`src/dpa_pkg.sv`:
```
// Shared types and constants for the data-processing ALU with shifter.
// Used by dpa_shifter, dpa_alu and data_processing_alu_with_shifter.
package dpa_pkg;

    localparam int WORD_W  = 32;
    localparam int FIELD_W = 12;
    localparam int OPC_W   = 4;
    localparam int SHAMT_W = 5;

    // opcode numbering
    localparam logic [OPC_W-1:0] OPC_AND = 4'd0;
    localparam logic [OPC_W-1:0] OPC_EOR = 4'd1;
    localparam logic [OPC_W-1:0] OPC_SUB = 4'd2;
    localparam logic [OPC_W-1:0] OPC_RSB = 4'd3;
    localparam logic [OPC_W-1:0] OPC_ADD = 4'd4;
    localparam logic [OPC_W-1:0] OPC_TST = 4'd8;
    localparam logic [OPC_W-1:0] OPC_TEQ = 4'd9;
    localparam logic [OPC_W-1:0] OPC_CMP = 4'd10;
    localparam logic [OPC_W-1:0] OPC_ORR = 4'd12;
    localparam logic [OPC_W-1:0] OPC_MOV = 4'd13;

    // shift types
    localparam logic [1:0] SHT_LSL = 2'd0;
    localparam logic [1:0] SHT_LSR = 2'd1;
    localparam logic [1:0] SHT_ASR = 2'd2;
    localparam logic [1:0] SHT_ROR = 2'd3;

    // second operand and shifter carry
    typedef struct packed {
        logic [WORD_W-1:0] value;
        logic              carry;
    } op2_t;

    // one result word
    typedef struct packed {
        logic [WORD_W-1:0] alu_result;
        logic              write_dest;
        logic              flags_update;
        logic              flag_negative;
        logic              flag_zero;
        logic              flag_carry;
    } result_t;

endpackage

```
`src/dpa_shifter.sv`:
```
// Operand-2 builder: rotated immediate or constant barrel shift of rm.
// Depends on dpa_pkg.
module dpa_shifter
    import dpa_pkg::*;
(
    input  logic               is_immediate,
    input  logic [FIELD_W-1:0] operand_field,
    input  logic [WORD_W-1:0]  shifted_value,
    output op2_t               op2
);

    logic [SHAMT_W-1:0]  amt;
    logic [1:0]          sh_type;
    logic [SHAMT_W-1:0]  rot;
    logic [WORD_W-1:0]   imm_word;
    logic [2*WORD_W-1:0] imm_dbl;
    logic [2*WORD_W-1:0] rm_dbl;
    logic [WORD_W:0]     lsl_ext;
    logic [WORD_W:0]     lsr_ext;
    logic [WORD_W:0]     asr_ext;
    logic [WORD_W-1:0]   ror_val;

    assign amt      = operand_field[11:7];
    assign sh_type  = operand_field[6:5];
    assign rot      = {operand_field[11:8], 1'b0};
    assign imm_word = {{(WORD_W-8){1'b0}}, operand_field[7:0]};
    assign imm_dbl  = {imm_word, imm_word} >> rot;
    assign rm_dbl   = {shifted_value, shifted_value} >> amt;

    // extra bit catches the last bit shifted out; zero amount leaves it clear
    assign lsl_ext = {1'b0, shifted_value} << amt;
    assign lsr_ext = {shifted_value, 1'b0} >> amt;
    assign asr_ext = $unsigned($signed({shifted_value, 1'b0}) >>> amt);
    assign ror_val = rm_dbl[WORD_W-1:0];

    always_comb
    begin
        op2.value = '0;
        op2.carry = 1'b0;
        if (is_immediate)
        begin
            op2.value = imm_dbl[WORD_W-1:0];
        end
        else if (!operand_field[4])
        begin
            case (sh_type)
                SHT_LSL:
                begin
                    op2.value = lsl_ext[WORD_W-1:0];
                    op2.carry = lsl_ext[WORD_W];
                end
                SHT_LSR:
                begin
                    op2.value = lsr_ext[WORD_W:1];
                    op2.carry = lsr_ext[0];
                end
                SHT_ASR:
                begin
                    op2.value = asr_ext[WORD_W:1];
                    op2.carry = (amt == '0) ? 1'b0 : asr_ext[0];
                end
                SHT_ROR:
                begin
                    op2.value = ror_val;
                    op2.carry = (amt == '0) ? 1'b0 : ror_val[WORD_W-1];
                end
                default:
                begin
                    op2.value = '0;
                    op2.carry = 1'b0;
                end
            endcase
        end
    end

endmodule

```
`src/dpa_alu.sv`:
```
// Data-processing ALU: logic, add/subtract and N, Z, C flag generation.
// Depends on dpa_pkg.
module dpa_alu
    import dpa_pkg::*;
(
    input  logic [OPC_W-1:0]  opcode,
    input  logic              set_flags,
    input  logic [WORD_W-1:0] rn_value,
    input  op2_t              op2,
    output result_t           res
);

    logic [WORD_W:0]   sum_add;
    logic [WORD_W:0]   sum_sub;
    logic [WORD_W:0]   sum_rsb;
    logic [WORD_W-1:0] r;
    logic              c;
    logic              known;
    logic              wr;

    assign sum_add = {1'b0, rn_value} + {1'b0, op2.value};
    // carry out of a + ~b + 1 is the no-borrow flag
    assign sum_sub = {1'b0, rn_value} + {1'b0, ~op2.value} + {{WORD_W{1'b0}}, 1'b1};
    assign sum_rsb = {1'b0, op2.value} + {1'b0, ~rn_value} + {{WORD_W{1'b0}}, 1'b1};

    always_comb
    begin
        r     = '0;
        c     = 1'b0;
        known = 1'b1;
        wr    = 1'b0;
        case (opcode)
            OPC_AND: begin r = rn_value & op2.value; c = op2.carry; wr = 1'b1; end
            OPC_EOR: begin r = rn_value ^ op2.value; c = op2.carry; wr = 1'b1; end
            OPC_SUB: begin r = sum_sub[WORD_W-1:0]; c = sum_sub[WORD_W]; wr = 1'b1; end
            OPC_RSB: begin r = sum_rsb[WORD_W-1:0]; c = sum_rsb[WORD_W]; wr = 1'b1; end
            OPC_ADD: begin r = sum_add[WORD_W-1:0]; c = sum_add[WORD_W]; wr = 1'b1; end
            OPC_TST: begin r = rn_value & op2.value; c = op2.carry; end
            OPC_TEQ: begin r = rn_value ^ op2.value; c = op2.carry; end
            OPC_CMP: begin r = sum_sub[WORD_W-1:0]; c = sum_sub[WORD_W]; end
            OPC_ORR: begin r = rn_value | op2.value; c = op2.carry; wr = 1'b1; end
            OPC_MOV: begin r = op2.value; c = op2.carry; wr = 1'b1; end
            default: known = 1'b0;
        endcase
    end

    always_comb
    begin
        res.alu_result    = r;
        res.write_dest    = wr;
        res.flags_update  = known & set_flags;
        res.flag_negative = known & set_flags & r[WORD_W-1];
        res.flag_zero     = known & set_flags & (r == '0);
        res.flag_carry    = known & set_flags & c;
    end

endmodule

```
`src/data_processing_alu_with_shifter.sv`:
```
// Top level of the data-processing ALU: input register, shifter and ALU, result register.
// Depends on dpa_pkg, dpa_shifter and dpa_alu.
//
// Usage:
//   Input channel in_valid / in_stall carries one instruction word: opcode,
//   set_flags, is_immediate, operand_field, rn_value and shifted_value.
//   A word is taken at a clock edge with in_valid high and in_stall low.
//   Output channel out_valid / out_stall carries one result word per input
//   word: alu_result, write_dest, flags_update and the N, Z, C flags.
//   A taken word passes through the input register, then through the shifter
//   and ALU into the result register, which drives the outputs.
//   Throughput: one word per cycle, sustained, while out_stall stays low;
//   the single pass through shifter and ALU sets the figure.
//   When out_stall holds a result, the input register still loads one more
//   word; in_stall rises only when both registers are full.
//   Reset (rst_n low, asynchronous) empties both registers; out_valid and
//   in_stall go low. The block has no other state.
module data_processing_alu_with_shifter
    import dpa_pkg::*;
(
    input  logic               clk,
    input  logic               rst_n,
    input  logic               in_valid,
    output logic               in_stall,
    input  logic [OPC_W-1:0]   opcode,
    input  logic               set_flags,
    input  logic               is_immediate,
    input  logic [FIELD_W-1:0] operand_field,
    input  logic [WORD_W-1:0]  rn_value,
    input  logic [WORD_W-1:0]  shifted_value,
    output logic               out_valid,
    input  logic               out_stall,
    output logic [WORD_W-1:0]  alu_result,
    output logic               write_dest,
    output logic               flags_update,
    output logic               flag_negative,
    output logic               flag_zero,
    output logic               flag_carry
);

    logic               s1_valid_reg;
    logic [OPC_W-1:0]   opc_reg;
    logic               sflag_reg;
    logic               imm_reg;
    logic [FIELD_W-1:0] field_reg;
    logic [WORD_W-1:0]  rn_reg;
    logic [WORD_W-1:0]  rm_reg;
    logic               out_valid_reg;
    logic               out_valid_next;
    result_t            res_reg;
    result_t            res_next;
    op2_t               op2;
    logic               out_move;
    logic               s1_load;

    assign out_move = !(out_valid_reg && out_stall);
    assign s1_load  = !s1_valid_reg || out_move;
    assign in_stall = !s1_load;
    assign out_valid_next = out_move ? s1_valid_reg : out_valid_reg;

    always_ff @(posedge clk or negedge rst_n)
    begin
        if (!rst_n)
        begin
            s1_valid_reg  <= 1'b0;
            out_valid_reg <= 1'b0;
        end
        else
        begin
            if (s1_load)
            begin
                s1_valid_reg <= in_valid;
            end
            out_valid_reg <= out_valid_next;
        end
    end

    always_ff @(posedge clk)
    begin
        if (s1_load && in_valid)
        begin
            opc_reg   <= opcode;
            sflag_reg <= set_flags;
            imm_reg   <= is_immediate;
            field_reg <= operand_field;
            rn_reg    <= rn_value;
            rm_reg    <= shifted_value;
        end
        if (out_move && s1_valid_reg)
        begin
            res_reg <= res_next;
        end
    end

    dpa_shifter u_shifter
    (
        .is_immediate  (imm_reg),
        .operand_field (field_reg),
        .shifted_value (rm_reg),
        .op2           (op2)
    );

    dpa_alu u_alu
    (
        .opcode    (opc_reg),
        .set_flags (sflag_reg),
        .rn_value  (rn_reg),
        .op2       (op2),
        .res       (res_next)
    );

    assign out_valid     = out_valid_reg;
    assign alu_result    = res_reg.alu_result;
    assign write_dest    = res_reg.write_dest;
    assign flags_update  = res_reg.flags_update;
    assign flag_negative = res_reg.flag_negative;
    assign flag_zero     = res_reg.flag_zero;
    assign flag_carry    = res_reg.flag_carry;

    // stall only with a word held in the input register
    a_stall_full: assert property (@(posedge clk) disable iff (!rst_n)
        in_stall |-> s1_valid_reg)
        else $error("in_stall raised with empty input register");

    // a held word moves on once the result register frees up
    a_advance: assert property (@(posedge clk) disable iff (!rst_n)
        (s1_valid_reg && out_move) |=> out_valid)
        else $error("input word lost on advance");

    a_flags_clear: assert property (@(posedge clk) disable iff (!rst_n)
        (out_valid && !flags_update) |-> (!flag_negative && !flag_zero && !flag_carry))
        else $error("flags set without flags_update");

    a_flags_nz: assert property (@(posedge clk) disable iff (!rst_n)
        (out_valid && flags_update) |->
            (flag_zero == (alu_result == '0) && flag_negative == alu_result[WORD_W-1]))
        else $error("N or Z flag disagrees with result");

endmodule
```
`config.mk`:
```
export PLATFORM = sky130hd
export DESIGN_NAME = data_processing_alu_with_shifter
export DESIGN_NICKNAME = d
export VERILOG_FILES = /design/src/dpa_pkg.sv /design/src/dpa_shifter.sv /design/src/dpa_alu.sv /design/src/data_processing_alu_with_shifter.sv
export SDC_FILE = /design/constraint.sdc
export NUM_CORES = 1
export LEC_CHECK = 0
export BUFFER_PORTS_ARGS = -buffer_cell sky130_fd_sc_hd__clkbuf_2
export CAP_MARGIN = 40
export CORE_UTILIZATION = 64
export DETAILED_ROUTE_END_ITERATION = 12
export GPL_TIMING_DRIVEN = 0
export HOLD_SLACK_MARGIN = 0.08
export PLACE_DENSITY = 0.95
export RECOVER_POWER = 50
export SETUP_SLACK_MARGIN = 0.15
export SLEW_MARGIN = 30
export SYNTH_ARGS = -nofsm -noshare
export SYNTH_HDL_FRONTEND = slang
export SYNTH_SLANG_ARGS = --single-unit
```
`constraint.sdc`:
```
create_clock -name clk -period 8.4 [get_ports clk]
set_input_delay 0.84 -clock clk [delete_from_list [all_inputs] [get_ports clk]]
set_output_delay 0.84 -clock clk [all_outputs]
set_load 0.01 [all_outputs]
```
==> impl_metrics.ini, run 1 <==
[run_status]
status = stopped before the end
failed_stage = 5_1_grt
tool.error = [ERROR GRT-0116] Global routing finished with congestion. Check the congestion regions in the DRC Viewer.

[logic_synthesis]
ys_seq_elements = 121
syn_avg_cell_area_sq_um = 8.259
yosysUniqueCellTypes = 96
netlist_area_sq_um = 19400
ys_async_sr_fraction_pct = 1.653
ys_seq_area_share_pct = 18.68
syn_nets = 2566
ys_warn_count = 0
synth_edf_count = 119
ys.flop_type = edfxtp_1
synthCells = 2349

[placement]
io_buffers = 124
dpl.hpwl_mm = 65.90
place_congestion = 1.597

[grt]
grt_pass1_vias = 25000
overflow = 108
track_usage_pct = 65.09
grt_max_degree = 47
grt_pass1_wl_mm = 152.4

[clock_tree]
cts-htree-levels = 4
post-cts-setup-buffers = 0
ctsHoldBuffers = 0
cts-root-buf = clkbuf_16
clock_path_buffers = 2
cts.sinks = 121
cts_buffers = 17

[floorplan]
die_height_um = 176.1
io_pins = 125
fp-row-count = 63
die_w_um = 176.1
start_util_pct = 65.29
-- repair_timing --
item,in CTS
setup endpoints to repair,1
hold endpoints to repair,0
gates resized for setup,1
gates cloned,0
-- Yosys cell counts, types with 51 or more instances --
library cell | number | share of area [%]
nor2_1 | 193 | 3.7
nand2_1 | 183 | 3.5
a21oi_1 | 173 | 4.5
clkbuf_1 | 135 | 2.6
o21ai_0 | 134 | 3.5
ha_1 | 128 | 8.3
edfxtp_1 | 119 | 18
mux2i_1 | 115 | 5.9
inv_1 | 103 | 2.0
mux4_2 | 73 | 8.5
nor3_1 | 63 | 1.6
mux2_2 | 51 | 3.0
-- layer usage --
metal | global-route usage [%] | overflow
met1 | 65.09 | 2
met2 | 78.66 | 50
met3 | 55.38 | 5
met4 | 59.67 | 49
met5 | 28.85 | 2
-- cells by family after synthesis --
group                    after synthesis  share of synthesized area [%]
XOR/XNOR                              13                         0.5869
flip-flops                           121                          18.68
multiplexers                         248                          18.53
AO/OA/AOI/OAI                        798                          28.63
AND/OR/NAND/NOR                      717                          18.00
buffers and inverters                321                          7.017
adder cells (fa/ha/maj)              131                          8.564
-- metrics by stage --
stage / cell area, sq um / setup TNS, ns / instances / setup WS [ns]
after CTS: 21180 / 0 / 2897 / 0.1902
after global placement: 20510 / 0 / 2863 / 0.04234
after detailed placement: 20580 / -0.01496 / 2867 / -0.01496
after floorplan: 19400 / 0 / 2349 / 2.406
==> inputs of run 2 (changes only) <==
- CORE_UTILIZATION: 64 -> 40
- HOLD_SLACK_MARGIN: 0.08 -> unset
- PLACE_DENSITY: 0.95 -> unset
- PLACE_DENSITY_LB_ADDON: unset -> 0.15
- SETUP_SLACK_MARGIN: 0.15 -> unset
==> run 2 against run 1 <==
  * The flow now finishes, with violations (capacitance limit, slew limit)
  * Area after synthesis unchanged
  * Synthesized cell count did not move
==> impl_metrics.ini, run 2 <==
[grt]
grt_max_degree = 51
overflow = 0
track_usage_pct = 46.06
grt_pass1_vias = 21800
grt_antenna_before_repair = 5
grt_pass1_wl_mm = 161.9

[final_layout]
syn_to_final_growth_pct = 12.43
multi_input_area_sq_um = 14540
fin_util_pct = 45.68
seqCellArea_sq_um = 3623
layout-drive-gt1-share_pct = 17.46
fin_area_sq_um = 21810
layout_common_cells = 189 x nor2_1, 183 x nand2_1, 171 x a21oi_1
nets = 2741
layout_commonest_cell = nor2_1
final.fill_count = 4833

[run_status]
violations = capacitance limit, slew limit
status = finished with violations

[power_and_ir_drop]
switchingPower_mw = 1.550
seq_power_share_pct = 23.7
peakVddDrop_v = 0.0001081
p_leak_nw = 8.575
p_int_mw = 1.735
combPwrFrac_pct = 53.0
clkPwrFrac_pct = 23.3
swShare_pct = 47.17
p_per_area_nw_per_um2 = 150.6

[worst_setup_path]
path_buf_inv = 7
cp_max_fo = 10
arrival_ns = 8.69
path_cells = clkbuf_2 -> clkbuf_1 -> clkbuf_2 -> buf_2 -> buf_1 -> buf_6 -> a211o_1 -> o21ai_0 -> ha_1 -> inv_1 -> o2111ai_1 -> nand2_1 -> a2111o_1 -> o311ai_0 -> nand4_1 -> or4b_1 -> or4_1 -> nor4_2 -> and4bb_1 -> and3_1
endpoint_kind = flip-flop
crit_top_cell = clkbuf_2
cp-start-kind = flip-flop
critical_path.top_delay_family = buffers and inverters
crit_type = reg -> reg
max_stage_delay_ns = 0.69
worstPathRequired_ns = 8.75
cp_slowest_cell = edfxtp_1

[detailed_routing]
firstDrtPassIters = 6
drtIter0Drc = 3841
routed_wl_mm = 114.6
num_vias = 23170
drc = 0
drt-wirelength-per-cell_um = 36.31
ant_nets = 0
vias_per_cell = 7.343

[logic_synthesis]
ys_seq_elements = 121
netlist_top_cells_count = 193 x nor2_1, 183 x nand2_1, 173 x a21oi_1
synth_fa_ha_area_share_pct = 8.564
synth_top_family_by_area = compound AO/OA/AOI/OAI gates
ys_seq_area_share_pct = 18.68
synth_top_cell_by_area = edfxtp_1
netlist_area_sq_um = 19400
synth_area_leaders = edfxtp_1 18%, mux4_2 8.5%, ha_1 8.3%
synth_edf_count = 119
ys_async_sr_fraction_pct = 1.653
yosys-mux-area-fraction_pct = 18.53
synth_top_area_share_pct = 18.42
synth_xor_area_share_pct = 0.5869
ys.flop_type = edfxtp_1
syn_nets = 2566
synthMostInstantiatedCell = nor2_1
ys_warn_count = 0
yosysUniqueCellTypes = 96
synthCells = 2349
synth-compound-area-share_pct = 28.63
synth-simple-area-share_pct = 18.00
syn_avg_cell_area_sq_um = 8.259

[clock_tree]
clock_path_buffers = 2
ctsHoldBuffers = 0
cts-htree-levels = 4
cts_tree = yes
cts-root-buf = clkbuf_16
cts_buffers = 17
cts.sinks = 121
clk-insertion-delay-late_ns = 0.49
clk_pin_slew_ns = 0.07
post-cts-setup-buffers = 0

[floorplan]
fp-row-count = 80
io_pins = 125
core_sq_um = 47750
die_area_sq_um = 49390
start_util_pct = 40.63
die_height_um = 222.2
die_w_um = 222.2

[placement]
place_congestion = 1.164
dpl.hpwl_mm = 89.45
io_buffers = 124
dpl_cell_area_sq_um = 21050

[sta]
rsz0062_at_grt = no
setup_violations = 0
worstMarginPinSlew_ns = 2.986
slew_viol_final = 33
fmax_mhz = 119.8
skew_ns = 0.02209
fin_crit_sh_pct = 99.38
slew_headroom_pct = -99.21
final_hold_viol_count = 0
period_needed_ns = 8.348

[min_path]
holdCritPathClass = in -> async

[run]
cap_violations = 1
[run 2: cell counts after synthesis]
No cell type changed its count.
[run 2: cell families after synthesis]
| kind of cell | Yosys count |
|---|---|
| AO/OA/AOI/OAI | 798 |
| flip-flops | 121 |
| multiplexers | 248 |
| buffers and inverters | 321 |
| adder cells (fa/ha/maj) | 131 |
| AND/OR/NAND/NOR | 717 |
| XOR/XNOR | 13 |
[run 2: area by class of cell]
cell class	instances	area share, %
Antenna cell	4	0.04589
Buffer	209	4.365
Clock buffer	17	1.950
Clock inverter	15	0.7514
Inverter	109	1.876
Multi-Input combinational cell	1907	66.67
Sequential cell	121	16.61
Tap cell	615	3.528
Timing Repair Buffer	159	4.205
[run 2: final timing paths]
kind	slack, ns	to	cells past startpoint	from
worst max-delay path	0.05	flag_zero	20	field_reg[11]
worst min-delay path	0.13	s1_valid_reg	1	rst_n
worst max register to register	0.05	flag_zero	20	field_reg[11]
worst min register to register	0.48	out_valid	1	s1_valid_reg
max in group asynchronous	8.15	out_valid	1	rst_n
min in group clk	0.48	out_valid	1	s1_valid_reg
[run 2: stage by stage]
| step | instances | power (mW) | hold slack (ns) | setup slack, ns | setup TNS (ns) |
|---|---|---|---|---|---|
| finish | 3156 | 3.285 | 0.1257 | 0.05240 | 0 |
| global route | 3152 | 3.372 | 0.1156 | 0.01574 | 0 |
| CTS | 3139 | 3.170 | 0.09772 | 0.01947 | 0 |
| detailed placement | 3107 | 2.393 | 0.4800 | -0.7397 | -0.9764 |
| global placement | 3088 | 2.379 | 0.4514 | -1.203 | -3.869 |
| floorplan | 2349 | 1.784 | 0.4434 | 2.406 | 0 |
[run 2: routing by layer]
metal	vias up	track usage, %	wire length (um)
met5	-	0	26
met4	4	36.56	11070
met3	605	14.30	13660
met2	2005	67.92	48170
met1	11150	55.50	41660
li1	9414	-	-
[run 2: worst reg2reg max path, delay by kind of cell (launching register included)]
| kind | cells | cell delay, ns |
|---|---|---|
| AND/OR/NAND/NOR | 7 | 2.59 |
| AO/OA/AOI/OAI | 5 | 1.60 |
| buffers and inverters | 7 | 2.84 |
| adder cells (fa/ha/maj) | 1 | 0.50 |
| flip-flops | 1 | 0.69 |
[run 2: what timing repair did]
item | in CTS | in global routing
endpoints found under the setup margin | 5 | 1
pin swaps | 0 | 1
gates resized for setup | 6 | 19
[run 2: power groups by stage]
stage / sequential, mW / combinational, mW / clock [mW]
global route: 0.782 / 1.79 / 0.802
finish: 0.779 / 1.74 / 0.765
floorplan: 0.786 / 0.999 / 0
CTS: 0.775 / 1.61 / 0.780
detailed placement: 0.788 / 1.60 / 0
global placement: 0.793 / 1.59 / 0
Power figures use the tool's default switching activity.
